## src/design/mh64_pkg.sv

```systemverilog
// Shared constants, types and helper functions for the MurmurHash64A stream block.
package mh64_pkg;

    localparam logic [63:0] MH_SEED    = 64'hDECAFBADDECAFBAD;
    localparam logic [63:0] MH_MUL     = 64'hC6A4A7935BD1E995;
    localparam int          MH_SHIFT   = 47;
    localparam int          MUL_STEPS  = 3;
    localparam logic [3:0]  FULL_COUNT = 4'd8;

    typedef enum logic [2:0] {
        ST_IDLE,
        ST_LOAD,
        ST_SEED,
        ST_KEY1,
        ST_KEY2,
        ST_HASH,
        ST_FIN,
        ST_OUT
    } mh64_state_t;

    typedef struct packed {
        logic busy;
        logic done;
    } mh64_mul_stat_t;

    function automatic logic [63:0] fold_shift(input logic [63:0] x);
        return x ^ (x >> MH_SHIFT);
    endfunction

    // Keeps the low bytes of a word that are below the byte count.
    function automatic logic [63:0] tail_mask(input logic [3:0] count);
        logic [63:0] m;
        m = '0;
        for (int i = 0; i < 8; i++)
        begin
            if (4'(i) < count)
            begin
                m[8*i +: 8] = 8'hFF;
            end
        end
        return m;
    endfunction

endpackage

```

## src/design/mh64_mul.sv

```systemverilog
// Multi-cycle 64-bit multiply by the hash constant, modulo 2^64, on one 32x32 multiplier.
module mh64_mul
    import mh64_pkg::*;
(
    input  logic           clk,
    input  logic           rst_n,
    input  logic           start,
    input  logic [63:0]    operand,
    output mh64_mul_stat_t stat,
    output logic [63:0]    result
);

    localparam logic [1:0] LAST_STEP = 2'(MUL_STEPS - 1);

    logic [63:0] a_reg;
    logic [63:0] acc_reg;
    logic [63:0] acc_next;
    logic [1:0]  step_reg;
    logic [1:0]  step_next;
    logic        busy_reg;
    logic        busy_next;
    logic        done_reg;
    logic        done_next;
    logic [31:0] a_sel;
    logic [31:0] m_sel;
    logic [63:0] prod;

    // Low half of the product: lo*lo, then both cross terms land in the upper word.
    always_comb
    begin
        case (step_reg)
            2'd0:
            begin
                a_sel = a_reg[31:0];
                m_sel = MH_MUL[31:0];
            end
            2'd1:
            begin
                a_sel = a_reg[31:0];
                m_sel = MH_MUL[63:32];
            end
            default:
            begin
                a_sel = a_reg[63:32];
                m_sel = MH_MUL[31:0];
            end
        endcase
    end

    assign prod = {32'b0, a_sel} * {32'b0, m_sel};

    always_comb
    begin
        if (step_reg == 2'd0)
        begin
            acc_next = prod;
        end
        else
        begin
            acc_next = {acc_reg[63:32] + prod[31:0], acc_reg[31:0]};
        end
    end

    always_comb
    begin
        busy_next = busy_reg;
        step_next = step_reg;
        done_next = busy_reg && (step_reg == LAST_STEP);
        if (start)
        begin
            busy_next = 1'b1;
            step_next = '0;
        end
        else if (busy_reg)
        begin
            if (step_reg == LAST_STEP)
            begin
                busy_next = 1'b0;
            end
            else
            begin
                step_next = step_reg + 2'd1;
            end
        end
    end

    always_ff @(posedge clk or negedge rst_n)
    begin
        if (!rst_n)
        begin
            busy_reg <= 1'b0;
            step_reg <= '0;
            done_reg <= 1'b0;
        end
        else
        begin
            busy_reg <= busy_next;
            step_reg <= step_next;
            done_reg <= done_next;
        end
    end

    always_ff @(posedge clk)
    begin
        if (start)
        begin
            a_reg <= operand;
        end
        if (busy_reg)
        begin
            acc_reg <= acc_next;
        end
    end

    assign stat.busy = busy_reg;
    assign stat.done = done_reg;
    assign result    = acc_reg;

endmodule

```

## src/design/murmurhash64a_stream.sv

```systemverilog
// Top level of the streaming MurmurHash64A engine: sequencer, hash state and output register.
//
// Input stream (s_axis): one transaction carries up to eight message bytes.
// tuser flags the first word of a message, which seeds the hash from the
// message length; tlast flags the final word, after which the hash is
// finalized and sent as one transaction on m_axis.
// Every 64-bit multiply runs on one shared 32x32 multiplier in three passes.
// A full word takes three multiplies in turn (key, key after the fold, then
// the hash), a short tail one, an empty word none; a word that opens a
// message first runs the seed multiply from the length and is then dispatched
// again. A last word adds the finalization multiply, and its hash is then
// loaded into the output register.
// s_axis_tready is high only while the engine is idle.
// Reset clears the running hash to zero and empties the output register.
// The result waits in the output register while m_axis_tready is low; the
// next message word can already be taken and hashed meanwhile, and only a
// second finished hash waits for the register to drain.
module murmurhash64a_stream
    import mh64_pkg::*;
(
    input  logic         clk,
    input  logic         rst_n,
    input  logic         s_axis_tvalid,
    output logic         s_axis_tready,
    // [31:0] message_length, [95:32] data_word, [99:96] byte_count, [103:100] zero
    input  logic [103:0] s_axis_tdata,
    // [0] first_item
    input  logic         s_axis_tuser,
    input  logic         s_axis_tlast,
    output logic         m_axis_tvalid,
    input  logic         m_axis_tready,
    // [63:0] hash_value
    output logic [63:0]  m_axis_tdata
);

    mh64_state_t    state_reg;
    mh64_state_t    state_next;
    logic [63:0]    h_reg;
    logic [63:0]    h_next;
    logic [63:0]    word_reg;
    logic [31:0]    len_reg;
    logic [3:0]     cnt_reg;
    logic [3:0]     cnt_in;
    logic           first_reg;
    logic           first_next;
    logic           last_reg;
    logic           out_valid_reg;
    logic [63:0]    out_data_reg;
    logic           accept;
    logic           out_free;
    logic           out_load;
    logic           mul_start;
    logic [63:0]    mul_operand;
    logic [63:0]    mul_result;
    mh64_mul_stat_t mul_stat;

    mh64_mul u_mul (
        .clk     (clk),
        .rst_n   (rst_n),
        .start   (mul_start),
        .operand (mul_operand),
        .stat    (mul_stat),
        .result  (mul_result)
    );

    assign s_axis_tready = (state_reg == ST_IDLE);
    assign accept        = s_axis_tvalid && s_axis_tready;
    assign cnt_in        = (s_axis_tdata[99:96] > FULL_COUNT) ? FULL_COUNT : s_axis_tdata[99:96];
    assign out_free      = !out_valid_reg || m_axis_tready;

    // Next-state logic.
    always_comb
    begin
        state_next = state_reg;
        unique case (state_reg)
            ST_IDLE:
            begin
                if (accept)
                begin
                    state_next = ST_LOAD;
                end
            end
            ST_LOAD:
            begin
                if (first_reg)
                begin
                    state_next = ST_SEED;
                end
                else if (cnt_reg == FULL_COUNT)
                begin
                    state_next = ST_KEY1;
                end
                else if (cnt_reg != 4'd0)
                begin
                    state_next = ST_HASH;
                end
                else if (last_reg)
                begin
                    state_next = ST_FIN;
                end
                else
                begin
                    state_next = ST_IDLE;
                end
            end
            ST_SEED:
            begin
                if (mul_stat.done)
                begin
                    state_next = ST_LOAD;
                end
            end
            ST_KEY1:
            begin
                if (mul_stat.done)
                begin
                    state_next = ST_KEY2;
                end
            end
            ST_KEY2:
            begin
                if (mul_stat.done)
                begin
                    state_next = ST_HASH;
                end
            end
            ST_HASH:
            begin
                if (mul_stat.done)
                begin
                    state_next = last_reg ? ST_FIN : ST_IDLE;
                end
            end
            ST_FIN:
            begin
                if (mul_stat.done)
                begin
                    state_next = ST_OUT;
                end
            end
            ST_OUT:
            begin
                if (out_free)
                begin
                    state_next = ST_IDLE;
                end
            end
            default:
            begin
                state_next = ST_IDLE;
            end
        endcase
    end

    // Multiplier issue and hash updates for each step.
    always_comb
    begin
        mul_start   = 1'b0;
        mul_operand = word_reg;
        h_next      = h_reg;
        first_next  = first_reg;
        out_load    = 1'b0;
        unique case (state_reg)
            ST_LOAD:
            begin
                if (first_reg)
                begin
                    mul_start   = 1'b1;
                    mul_operand = {32'b0, len_reg};
                end
                else if (cnt_reg == FULL_COUNT)
                begin
                    mul_start   = 1'b1;
                    mul_operand = word_reg;
                end
                else if (cnt_reg != 4'd0)
                begin
                    mul_start   = 1'b1;
                    mul_operand = h_reg ^ (word_reg & tail_mask(cnt_reg));
                end
                else if (last_reg)
                begin
                    mul_start   = 1'b1;
                    mul_operand = fold_shift(h_reg);
                end
            end
            ST_SEED:
            begin
                if (mul_stat.done)
                begin
                    h_next     = MH_SEED ^ mul_result;
                    first_next = 1'b0;
                end
            end
            ST_KEY1:
            begin
                if (mul_stat.done)
                begin
                    mul_start   = 1'b1;
                    mul_operand = fold_shift(mul_result);
                end
            end
            ST_KEY2:
            begin
                if (mul_stat.done)
                begin
                    mul_start   = 1'b1;
                    mul_operand = h_reg ^ mul_result;
                end
            end
            ST_HASH:
            begin
                if (mul_stat.done)
                begin
                    h_next = mul_result;
                    if (last_reg)
                    begin
                        mul_start   = 1'b1;
                        mul_operand = fold_shift(mul_result);
                    end
                end
            end
            ST_OUT:
            begin
                out_load = out_free;
            end
            default:
            begin
                mul_start = 1'b0;
            end
        endcase
    end

    always_ff @(posedge clk or negedge rst_n)
    begin
        if (!rst_n)
        begin
            state_reg     <= ST_IDLE;
            h_reg         <= '0;
            first_reg     <= 1'b0;
            last_reg      <= 1'b0;
            out_valid_reg <= 1'b0;
        end
        else
        begin
            state_reg <= state_next;
            h_reg     <= h_next;
            if (accept)
            begin
                first_reg <= s_axis_tuser;
                last_reg  <= s_axis_tlast;
            end
            else
            begin
                first_reg <= first_next;
            end
            if (out_load)
            begin
                out_valid_reg <= 1'b1;
            end
            else if (m_axis_tready)
            begin
                out_valid_reg <= 1'b0;
            end
        end
    end

    always_ff @(posedge clk)
    begin
        if (accept)
        begin
            len_reg  <= s_axis_tdata[31:0];
            word_reg <= s_axis_tdata[95:32];
            cnt_reg  <= cnt_in;
        end
        if (out_load)
        begin
            out_data_reg <= fold_shift(mul_result);
        end
    end

    assign m_axis_tvalid = out_valid_reg;
    assign m_axis_tdata  = out_data_reg;

    // The shared multiplier is never left running when a new word may come in.
    assert property (@(posedge clk) disable iff (!rst_n)
        (state_reg == ST_IDLE) |-> !mul_stat.busy)
        else $error("multiplier busy while the engine is idle");

    // A multiply result only arrives while the sequencer is waiting for one.
    assert property (@(posedge clk) disable iff (!rst_n)
        mul_stat.done |-> (state_reg == ST_SEED || state_reg == ST_KEY1 ||
                           state_reg == ST_KEY2 || state_reg == ST_HASH ||
                           state_reg == ST_FIN))
        else $error("multiplier result arrived in a state that does not use it");

    // A new output transaction is produced only by the output step of the sequencer.
    assert property (@(posedge clk) disable iff (!rst_n)
        $rose(m_axis_tvalid) |-> $past(state_reg == ST_OUT))
        else $error("output became valid outside the output step");

endmodule

```

## config.mk

```make
export PLATFORM = sky130hd
export DESIGN_NAME = murmurhash64a_stream
export DESIGN_NICKNAME = d
export VERILOG_FILES = /design/src/design/mh64_pkg.sv /design/src/design/mh64_mul.sv /design/src/design/murmurhash64a_stream.sv
export SDC_FILE = /design/constraint.sdc
export NUM_CORES = 2
export LEC_CHECK = 0
export ABC_AREA = 1
export ABC_CLOCK_PERIOD_IN_PS = 18000
export BUFFER_PORTS_ARGS = -buffer_cell sky130_fd_sc_hd__clkbuf_2
export CORE_AREA = 4 4 285 567
export DETAILED_ROUTE_END_ITERATION = 6
export DIE_AREA = 0 0 289 571
export GPL_ROUTABILITY_DRIVEN = 0
export PLACE_DENSITY_LB_ADDON = 0.2
export SETUP_SLACK_MARGIN = 0.2
export SKIP_LAST_GASP = 1
export SLEW_MARGIN = 30
export SYNTH_ARGS = -nofsm -noshare
export SYNTH_HDL_FRONTEND = slang
export SYNTH_SLANG_ARGS = --single-unit
```

## constraint.sdc

```tcl
create_clock -name clk -period 18 [get_ports clk]
set_clock_uncertainty 0.1 [all_clocks]
set_input_delay 0 -clock clk [delete_from_list [all_inputs] [get_ports clk]]
set_output_delay 0 -clock clk [all_outputs]
set_load 0.02 [all_outputs]
```

==> flow_metrics.env <==
export IMPL_outcome="finished with violations"
export IMPL_violations="design-rule violations"
export IMPL_cts_resized_gates=0
export IMPL_core_um2=157200
export IMPL_cpLargestDelayFamily="adder cells"
export IMPL_grt_util_all_layers_pct=24.99
export IMPL_totalWireLength_um=206000
export IMPL_critPathLaunchType="flip-flop"
export IMPL_final_cell_area_um2=51770
export IMPL_critPathMaxFanout=39
export IMPL_max_stage_delay_ps=910
export IMPL_nets=6575
export IMPL_place_hpwl_um=174700
export IMPL_max_freq_ghz=0.07676
export IMPL_worst_path_buf_inv=8
export IMPL_end_kind="flip-flop"
export IMPL_rsz0062_at_grt="false"
export IMPL_setup_violations=0
export IMPL_synth_seq_area_share_pct=23.43
export IMPL_dpl_cell_area_um2=48730
export IMPL_root_buffer="clkbuf_16"
export IMPL_wl_per_cell_um=27.38
export IMPL_start_util_pct=28.82
export IMPL_clk_pin_slew_worst_paths_ps=90
export IMPL_grt_ovfl_total=0
export IMPL_crit_required_ps=18290
export IMPL_yosysMostFrequentCell="inv_1"
export IMPL_antenna_found_initial=5
export IMPL_synth_adder_area_share_pct=39.03
export IMPL_final_antenna_net_count=0
export IMPL_port_buffers=171
export IMPL_synth_compound_area_share_pct=10.05
export IMPL_cts_buffer_depth=3
export IMPL_min_period_ps=13030
export IMPL_synthMuxAreaShare_pct=0.3479
export IMPL_synth_commonest_cells="inv_1, nand2_1, fa_1, ha_1, nor2_1"
export IMPL_io_pin_count=176
export IMPL_drive_gt1_share_pct=7.429
export IMPL_place_worst_setup_slack_ps=5404
export IMPL_grt_pass1_vias=40590
export IMPL_syn_inst=5075
export IMPL_finalHoldViolations=0
export IMPL_yosysTopAreaCell="fa_1"
export IMPL_ys_warnings_count=0
export IMPL_synth_area_leaders="fa_1, edfxtp_1, ha_1, inv_1, nand2_1"
export IMPL_ys_ff_latch=366
export IMPL_syn_area_um2=45320
export IMPL_fp_dieH_um=571
export IMPL_synth_xor_area_share_pct=3.382
export IMPL_yosysUniqueCellTypes=55
export IMPL_slew_headroom_pct=22.36
export IMPL_arrival_ps=13320
export IMPL_initialDrtViolationCount=2699
export IMPL_finalCritPeriodShare_pct=72.37
export IMPL_async_flop_share_pct=20.22
export IMPL_ys_flop_type="edfxtp_1"
export IMPL_synth_simple_area_share_pct=12.85
export IMPL_cp_slowest_cell="nor2_1"
export IMPL_die_area_um2=165000
export IMPL_dieWidth_um=289
export IMPL_timing_setup_tns_ps=0
export IMPL_syn_area_per_cell_um2=8.930
export IMPL_route_detailed_drc=2
export IMPL_yosysTopAreaCellShare_pct=26.77
export IMPL_grt_max_degree=83
export IMPL_timing_final_ws_setup_ps=4973
export IMPL_grt_pass1_wl_um=288900
export IMPL_crit_top_cell="fa_1"
export IMPL_vias=37580
export IMPL_worstHoldPathType="input pin to flip-flop"
export IMPL_viasPerCell=4.994
export IMPL_first_pass_iters=7
export IMPL_cts_tree="done"
export IMPL_cts_htree_levels=1
export IMPL_cts_sinks=366
export IMPL_area_growth_pct=14.23
export IMPL_tightest_slew_ps=1157
export IMPL_worstSetupPathType="flip-flop to flip-flop"
export IMPL_rows=206
export IMPL_cts_buffers=29
export IMPL_synth_edf_count=292
export IMPL_synth_top_family_by_area="adder cells"
export IMPL_cap_viol_max_count=0
export IMPL_drv_slew=0
export IMPL_worstSkewPairLatency_ps=670
-- kinds of logic after synthesis --
family / Yosys count
AOI/OAI and AO/OA: 784
xor gates and xnor gates: 175
adders and majority gates: 1050
buffers and inverters: 1286
DFF: 366
muxes: 14
other: 2
and+or+nand+nor: 1398
-- layer usage --
layer  GRT usage [%]  share of wire [%]
met1           21.02                 28
met2           48.14                 54
met3           2.140                3.6
met4           26.61                 14
met5         0.02976              0.010
-- timing repair --
action / 4_1_cts / 5_1_grt
endpoints found under the hold margin: 218 / 0
hold buffers: 201 / 0
setup buffers: 0 / 0
-- layout by cell type (no fill, tap or decap), drive strengths merged, types with 71 or more instances in the layout --
cell         netlist  routed
ha               444     444
nand2            732     732
xor2             118     118
nor2             374     374
dfrtp             74      74
clkbuf            84     205
o21ai            328     328
inv             1149    1153
a21oi            232     232
edfxtp           292     292
buf               51      71
fa               606     606
dlygate4sd3        0     200
nand3            204     204
-- final timing paths --
kind / depth (start not counted) / slack (ps) / end / from
max: 37 / 4970 / u_mul.result[61]$_DFFE_PP_ / u_mul.step_reg[1]$_DFFE_PN0P_
min: 2 / 9 / len_reg[28]$_DFFE_PP_ / s_axis_tdata[28]
max reg2reg: 37 / 4970 / u_mul.result[61]$_DFFE_PP_ / u_mul.step_reg[1]$_DFFE_PN0P_
min reg2reg: 2 / 480 / h_reg[16]$_DFFE_PN0P_ / u_mul.result[16]$_DFFE_PP_
max in group asynchronous: 4 / 16560 / h_reg[25]$_DFFE_PN0P_ / rst_n
min in group asynchronous: 4 / 380 / h_reg[5]$_DFFE_PN0P_ / rst_n
-- final cells by class --
type | count | area, um^2
clock buffers | 35 | 758.2
well taps | 2080 | 2603
inverters | 1151 | 4325
flip-flops and latches | 366 | 10620
multi-input cells | 3426 | 29820
repair buffers | 441 | 3410
diodes | 7 | 17.52
fillers | 16670 | 105500
clock inverters | 19 | 219.0
-- through the flow --
stage | hold slack (ps) | utilization [%] | cells
floorplan | -395.6 | - | 5078
global placement | -108.1 | 30.99 | 7262
detailed placement | -111.0 | 31.00 | 7262
CTS | 0.3904 | 32.90 | 7517
global route | 22.46 | 32.92 | 7519
finish | 8.579 | 32.93 | 7525
Power is left out: the tool's default activity adds up to more than one toggle a clock period on the data nets, which glitch-free logic cannot reach.
